<file path="config.mk">
export PLATFORM = sky130hd
export DESIGN_NAME = battery_gauge_and_auto_off
export DESIGN_NICKNAME = d
export VERILOG_FILES = /design/src/design/bgao_pkg.sv /design/src/design/battery_gauge_and_auto_off.sv
export SDC_FILE = /design/constraint.sdc
export NUM_CORES = 2
export LEC_CHECK = 0
export ABC_AREA = 1
export BUFFER_PORTS_ARGS = -buffer_cell sky130_fd_sc_hd__buf_2
export CORE_ASPECT_RATIO = 1.5
export CORE_MARGIN = 4
export CORE_UTILIZATION = 45
export CTS_BUF_LIST = sky130_fd_sc_hd__clkbuf_8
export DETAILED_ROUTE_END_ITERATION = 6
export GPL_TIMING_DRIVEN = 0
export SYNTH_ARGS = -nofsm -noshare
export SYNTH_HDL_FRONTEND = slang
export SYNTH_SLANG_ARGS = --single-unit
</file>
<file path="constraint.sdc">
create_clock -name clk -period 6.95 [get_ports clk]
set_input_delay 0 -clock clk [delete_from_list [all_inputs] [get_ports clk]]
set_output_delay 0 -clock clk [all_outputs]
set_load 0.03 [all_outputs]
</file>
<file path="src/design/bgao_pkg.sv">
package bgao_pkg;

	localparam int NowW    = 64;
	localparam int AdcRawW = 12;
	localparam int GainW   = 16;
	localparam int OffsetW = 10;
	localparam int PctW    = 7;
	localparam int IntvW   = 32;
	localparam int MinW    = 16;
	localparam int CfgIdxW = 3;
	localparam int CfgDatW = 32;

	// auto-off limit in microseconds: minutes * 60 s * 1e6 us
	localparam int LimitW = 42;
	localparam logic [25:0] UsPerMinute = 26'd60000000;

	localparam logic [PctW-1:0] FullPct = 7'd100;

	// register indexes
	localparam logic [CfgIdxW-1:0] REG_ADC_PRESENT  = 3'd0;
	localparam logic [CfgIdxW-1:0] REG_GAIN_Q16     = 3'd1;
	localparam logic [CfgIdxW-1:0] REG_OFFSET_PCT   = 3'd2;
	localparam logic [CfgIdxW-1:0] REG_LOW_THRESH   = 3'd3;
	localparam logic [CfgIdxW-1:0] REG_CRIT_THRESH  = 3'd4;
	localparam logic [CfgIdxW-1:0] REG_REFRESH_US   = 3'd5;
	localparam logic [CfgIdxW-1:0] REG_AUTO_OFF_MIN = 3'd6;

	typedef enum logic [1:0] {
		LVL_NORMAL   = 2'd0,
		LVL_LOW      = 2'd1,
		LVL_CRITICAL = 2'd2
	} level_t;

	typedef struct packed {
		logic [NowW-1:0]    now_us;
		logic [AdcRawW-1:0] adc_raw;
		logic               adc_ok;
		logic               charging;
		logic               restart_timer;
	} in_item_t;

	typedef struct packed {
		logic [PctW-1:0] percent;
		level_t          level;
		logic            shutdown;
		logic            auto_off_expired;
	} out_item_t;

endpackage

</file>
<file path="src/design/battery_gauge_and_auto_off.sv">
// Battery gauge with level classification and auto-off timer. Each input
// transfer carries a microsecond timestamp, one ADC sample with its read-ok
// flag, the charger status and a timer-restart flag; each produces exactly
// one result transfer with the percent (0..100), the level (normal, low,
// critical), a shutdown request (critical and not charging) and the auto-off
// expiry flag. The block takes one item per clock unless a stalled output
// backs up into stage 1. Stage 1 registers the item, stage 2 holds the
// scaled sample (16x12 multiply, offset, clamp), and the per-item state
// update (refresh-interval check against the last read time, cached
// percent, timer start) resolves combinationally between stage 2 and the
// output register, so back-to-back items see each other's updates. Both
// channels use valid/stall; a stalled output still lets empty stages fill.
// Configuration registers are written through cfg_valid/cfg_ready (always
// ready) and must only change while the block holds no items.
module battery_gauge_and_auto_off #(
	parameter int ADC_BITS = 12
) (
	input  logic                          clk,
	input  logic                          arst_n,
	// item input
	input  logic                          in_valid,
	output logic                          in_stall,
	input  bgao_pkg::in_item_t            in_data,
	// result output
	output logic                          out_valid,
	input  logic                          out_stall,
	output bgao_pkg::out_item_t           out_data,
	// configuration writes
	input  logic                          cfg_valid,
	output logic                          cfg_ready,
	input  logic [bgao_pkg::CfgIdxW-1:0]  cfg_index,
	input  logic [bgao_pkg::CfgDatW-1:0]  cfg_data
);

	// only the low ADC_BITS of the sample field are meaningful
	localparam logic [bgao_pkg::AdcRawW-1:0] RawMask =
		bgao_pkg::AdcRawW'((64'd1 << ADC_BITS) - 64'd1);

	localparam int ProdW   = bgao_pkg::AdcRawW + bgao_pkg::GainW;
	localparam int ScaledW = ProdW - 16;

	// ---------------- configuration registers ----------------
	logic                          adc_present_q;
	logic [bgao_pkg::GainW-1:0]    gain_q;
	logic [bgao_pkg::OffsetW-1:0]  offset_q;
	logic [bgao_pkg::PctW-1:0]     low_thr_q;
	logic [bgao_pkg::PctW-1:0]     crit_thr_q;
	logic [bgao_pkg::IntvW-1:0]    refresh_q;
	logic [bgao_pkg::MinW-1:0]     off_min_q;
	logic [bgao_pkg::LimitW-1:0]   off_limit_q;

	assign cfg_ready = 1'b1;

	always_ff @(posedge clk or negedge arst_n) begin
		if (!arst_n) begin
			adc_present_q <= 1'b1;
			gain_q        <= 16'd6214;
			offset_q      <= 10'd250;
			low_thr_q     <= 7'd15;
			crit_thr_q    <= 7'd5;
			refresh_q     <= 32'd5000000;
			off_min_q     <= '0;
			off_limit_q   <= '0;
		end else begin
			// limit follows the minutes register in the next cycle; an item passes
			// stage 1 and stage 2 before it reaches the logic that uses it
			off_limit_q <= bgao_pkg::LimitW'(off_min_q * bgao_pkg::UsPerMinute);
			if (cfg_valid && cfg_ready) begin
				case (cfg_index)
					bgao_pkg::REG_ADC_PRESENT:  adc_present_q <= cfg_data[0];
					bgao_pkg::REG_GAIN_Q16:     gain_q        <= cfg_data[15:0];
					bgao_pkg::REG_OFFSET_PCT:   offset_q      <= cfg_data[9:0];
					bgao_pkg::REG_LOW_THRESH:   low_thr_q     <= cfg_data[6:0];
					bgao_pkg::REG_CRIT_THRESH:  crit_thr_q    <= cfg_data[6:0];
					bgao_pkg::REG_REFRESH_US:   refresh_q     <= cfg_data;
					bgao_pkg::REG_AUTO_OFF_MIN: off_min_q     <= cfg_data[15:0];
					default: ;
				endcase
			end
		end
	end

	// ---------------- flow control ----------------
	logic valid_s1, valid_s2, valid_s3;
	logic rdy_s1, rdy_s2, rdy_s3;

	assign rdy_s3   = !valid_s3 || !out_stall;
	assign rdy_s2   = !valid_s2 || rdy_s3;
	assign rdy_s1   = !valid_s1 || rdy_s2;
	assign in_stall = !rdy_s1;

	always_ff @(posedge clk or negedge arst_n) begin
		if (!arst_n) begin
			valid_s1 <= 1'b0;
			valid_s2 <= 1'b0;
			valid_s3 <= 1'b0;
		end else begin
			if (rdy_s1) valid_s1 <= in_valid;
			if (rdy_s2) valid_s2 <= valid_s1;
			if (rdy_s3) valid_s3 <= valid_s2;
		end
	end

	// ---------------- stage 1: input register ----------------
	bgao_pkg::in_item_t item_s1;

	always_ff @(posedge clk) begin
		if (rdy_s1 && in_valid) item_s1 <= in_data;
	end

	// ---------------- stage 1 -> 2: scale the sample ----------------
	logic [ProdW-1:0]              prod;
	logic [ScaledW-1:0]            scaled;
	logic [ScaledW-1:0]            net;
	logic [bgao_pkg::PctW-1:0]     scaled_pct;

	always_comb begin
		prod = ProdW'(item_s1.adc_raw & RawMask) * ProdW'(gain_q);
		scaled = prod[ProdW-1:16];
		net = scaled - ScaledW'(offset_q);
		if (scaled <= ScaledW'(offset_q))
			scaled_pct = '0;
		else if (net > ScaledW'(bgao_pkg::FullPct))
			scaled_pct = bgao_pkg::FullPct;
		else
			scaled_pct = net[bgao_pkg::PctW-1:0];
	end

	bgao_pkg::in_item_t         item_s2;
	logic [bgao_pkg::PctW-1:0]  scaled_s2;

	always_ff @(posedge clk) begin
		if (rdy_s2 && valid_s1) begin
			item_s2   <= item_s1;
			scaled_s2 <= scaled_pct;
		end
	end

	// ---------------- stage 2 -> 3: state update and result ----------------
	logic [bgao_pkg::PctW-1:0]  cached_pct_q;
	logic [bgao_pkg::NowW-1:0]  last_read_q;
	logic [bgao_pkg::NowW-1:0]  off_start_q;

	logic                       fire_s2;
	logic [bgao_pkg::NowW-1:0]  since_read;
	logic                       read_due;
	logic                       take_read;
	logic [bgao_pkg::PctW-1:0]  pct;
	bgao_pkg::level_t           lvl;
	logic [bgao_pkg::NowW-1:0]  since_start;
	logic                       expired;

	assign fire_s2 = valid_s2 && rdy_s3;

	always_comb begin
		// time differences wrap modulo 2^64
		since_read = item_s2.now_us - last_read_q;
		read_due   = since_read >= bgao_pkg::NowW'(refresh_q);
		take_read  = adc_present_q && read_due;

		if (!adc_present_q)
			pct = bgao_pkg::FullPct;
		else if (!read_due)
			pct = cached_pct_q;
		else if (!item_s2.adc_ok)
			pct = bgao_pkg::FullPct;     // failed read, cache untouched
		else
			pct = scaled_s2;

		if (pct > low_thr_q)
			lvl = bgao_pkg::LVL_NORMAL;
		else if (pct > crit_thr_q)
			lvl = bgao_pkg::LVL_LOW;
		else
			lvl = bgao_pkg::LVL_CRITICAL;

		// restart captures now before expiry is checked
		since_start = item_s2.restart_timer ? '0 : item_s2.now_us - off_start_q;
		// floor(d / 1e6) >= min * 60  <=>  d >= min * 60e6
		expired = (off_min_q != '0) &&
			(since_start >= bgao_pkg::NowW'(off_limit_q));
	end

	always_ff @(posedge clk or negedge arst_n) begin
		if (!arst_n) begin
			cached_pct_q <= bgao_pkg::FullPct;
			last_read_q  <= '0;
			off_start_q  <= '0;
		end else if (fire_s2) begin
			if (take_read) begin
				last_read_q <= item_s2.now_us;
				if (item_s2.adc_ok) cached_pct_q <= scaled_s2;
			end
			if (item_s2.restart_timer) off_start_q <= item_s2.now_us;
		end
	end

	bgao_pkg::out_item_t result_s3;

	always_ff @(posedge clk) begin
		if (fire_s2) begin
			result_s3.percent          <= pct;
			result_s3.level            <= lvl;
			result_s3.shutdown         <= (lvl == bgao_pkg::LVL_CRITICAL) &&
				!item_s2.charging;
			result_s3.auto_off_expired <= expired;
		end
	end

	assign out_valid = valid_s3;
	assign out_data  = result_s3;

endmodule

</file>
==> results.py <==
metrics = {
    "status": {
        "status": "complete, but fails checks",
        "violations": "design-rule violations, negative setup slack",
    },
    "critical_path": {
        "crit_fanout": 5,
        "cp-start-kind": "register",
        "critPathMaxStageDelay_ns": 0.59,
        "slowest_stage": "fa_2",
        "crit_type": "register to register",
        "crit_required_ns": 7.45,
        "crit_arrival_ns": 7.47,
        "cp-end-kind": "register",
        "crit_top_cell": "fa_2",
    },
    "clock_tree": {
        "cts-buffers-inserted": 74,
        "clkSlewWorstSetupHoldPaths_ns": 0.06,
        "insertion_delay_ns": 0.74,
        "ctsLongestPathBuffers": 3,
        "cts.htree.levels": 3,
        "tritoncts": "done",
        "ctsRootBufferMaster": "clkbuf_8",
        "cts_sinks": 425,
    },
    "yosys": {
        "syn_avg_cell_area_sq_um": 7.63,
        "ys_types": 61,
        "yosys_warnings": 0,
        "synth-edff-count": 164,
        "ys.flop_type": "dfrtp_1",
        "syn_inst": 5151,
        "async_reset_ff_share_pct": 61.4,
        "seq_area_frac_synth_pct": 29.3,
        "syn-num-nets": 5920,
        "synthesis.area_sq_um": 39300,
        "ys_ff_latch": 425,
    },
    "grt": {
        "globalRouteTotalUtil_pct": 28.6,
        "antenna_found_initial": 3,
        "grt_pass1_vias": 36300,
        "grt_max_degree": 108,
        "overflow": 0,
        "grt_pass1_wl_um": 203000,
    },
    "place": {
        "dp_hpwl_um": 109000,
        "io_buffers": 131,
        "gp_congestion": 0.998,
        "place_ws_ns": -1.41,
    },
    "detailed_routing": {
        "vias": 34800,
        "first_iter_violations": 1977,
        "post_drt_wl_per_cell_um": 19.5,
        "drt.antenna.violating_nets": 0,
        "routed_wl_um": 133000,
        "via_per_inst": 5.12,
        "drc": 1,
        "dr.pass1.iters": 7,
    },
    "layout": {
        "syn_to_final_growth_pct": 17.2,
        "drive_gt1_share_pct": 9.47,
        "multiInputGateArea_sq_um": 23600,
        "ff_latch_area_sq_um": 11500,
        "final.fill_count": 8440,
        "mostFrequentLayoutCell": "nand2_1",
        "nNetsFinal": 6369,
        "final_cell_mix": "1291 x nand2_1, 1116 x inv_1, 413 x ha_1",
    },
    "timing": {
        "fin_skew_ns": 0.0447,
        "finalMaxSlewViolations": 0,
        "period_share_pct": 100,
        "fin_ws_ns": -0.0256,
        "final-hold-violation-count": 0,
        "min_period_ns": 6.98,
        "rsz0062_at_grt": "true",
        "relSlewSlack_pct": 36.9,
        "fmaxAchievable_ghz": 0.143,
        "setup_viol_count_final": 3,
        "tightest_slew_ns": 0.945,
    },
    "die": {
        "core_area_sq_um": 86500,
        "rows": 132,
        "die_y_um": 370,
        "initial_core_util_pct": 45.4,
        "dieArea_sq_um": 92200,
        "fp.dieW_um": 249,
        "io_pins": 133,
    },
    "worst_hold_path": {
        "hp-class": "input port to register",
    },
    "run": {
        "cap_violations": 0,
    },
}
==> logic make-up after synthesis <==
kind of cell               Yosys count  synth area share, %
xor gates and xnor gates            96                 2.14
adders and majority gates          650                 25.0
buffers and inverters             1194                 11.8
AOI/OAI and AO/OA                  765                 10.7
and+or+nand+nor                   2020                 21.1
DFF                                425                 29.3
other                                1              0.00955
==> routing by layer <==
layer | GRT usage (%) | routed length (um)
met5 | 0 | 20
met2 | 53.5 | 68600
met1 | 28.8 | 46200
met4 | 22.4 | 12800
met3 | 2.96 | 5080
==> cell type report <==
cell class                      instances  share of cell area, %
Multi-Input combinational cell       3532                   51.4
Sequential cell                       425                   25.0
Inverter                             1103                   9.00
Timing Repair Buffer                  385                   7.08
Tap cell                             1139                   3.10
Clock buffer                           79                   2.36
Buffer                                 79                   1.35
Clock inverter                         57                  0.780
Antenna cell                            2                 0.0109
==> synth_stat cells (all sizes together), types with 17 or more instances <==
cell type | instances | area (sq um)
a21oi | 306 | 1530
a31oi | 17 | 106
buf | 18 | 218
clkbuf | 73 | 274
dfrtp | 232 | 5810
dfstp | 29 | 762
edfxtp | 164 | 4920
fa | 225 | 4500
ha | 425 | 5320
inv | 1102 | 4140
nand2 | 1342 | 5150
nand3 | 165 | 858
nand4 | 45 | 282
nor2 | 391 | 1500
nor3 | 38 | 215
o21ai | 364 | 1970
o21bai | 27 | 203
xnor2 | 30 | 263
xor2 | 66 | 578
==> timing repair <==
item                                   CTS  global route
endpoints found under the hold margin  373             0
pin swaps                               15            52
setup endpoints to repair                7             7
setup buffers                           13            23
resized for setup                       98            79
hold buffers                           212             0
==> critical path, delay by kind of cell (launching register included) <==
| family | cells | cell delay [ns] |
|---|---|---|
| buffers and inverters | 7 | 0.57 |
| adder cells (fa/ha/maj) | 7 | 3.21 |
| AND/OR/NAND/NOR | 9 | 1.04 |
| XOR/XNOR | 2 | 0.44 |
| AO/OA/AOI/OAI | 6 | 0.96 |
| flip-flops | 1 | 0.57 |
==> registers in the layout, summed over array words and instances (netlist names), 7 cells and up <==
name and cells:
last_read_q 64, off_start_q 64, item_s2 67, off_min_q 16, crit_thr_q 7, low_thr_q 7, offset_q 10, out_data 11
scaled_s2 7, cached_pct_q 7, item_s1 79, gain_q 16, off_limit_q 34, refresh_q 32
==> through the flow <==
stage	setup TNS, ns	instance area (sq um)	utilization (%)	hold slack, ns	std cells
floorplan	0	39300	-	-0.296	5151
global placement	-38.62	41400	47.8	0.176	6421
detailed placement	-9.52	41500	48.0	-0.0244	6427
CTS	0	45500	52.6	0.00116	6776
global route	-1.82	46000	53.2	0.0327	6800
finish	-0.0499	46000	53.2	0.0711	6801
==> worst paths after layout <==
kind / to / slack [ns] / cells after the start / startpoint
setup reg to reg: scaled_s2[5] / -0.03 / 31 / gain_q[6]
hold / removal: refresh_q[25] / 0.07 / 4 / cfg_data[25]
min in group asynchronous: gain_q[1] / 0.44 / 3 / arst_n
setup / recovery: scaled_s2[5] / -0.03 / 31 / gain_q[6]
max in group asynchronous: last_read_q[57] / 5.42 / 5 / arst_n
hold reg to reg: item_s2[25] / 0.40 / 0 / item_s1[25]
Power is not shown: default switching activity piles up to over one toggle a cycle in this logic, so the estimate is an artifact.
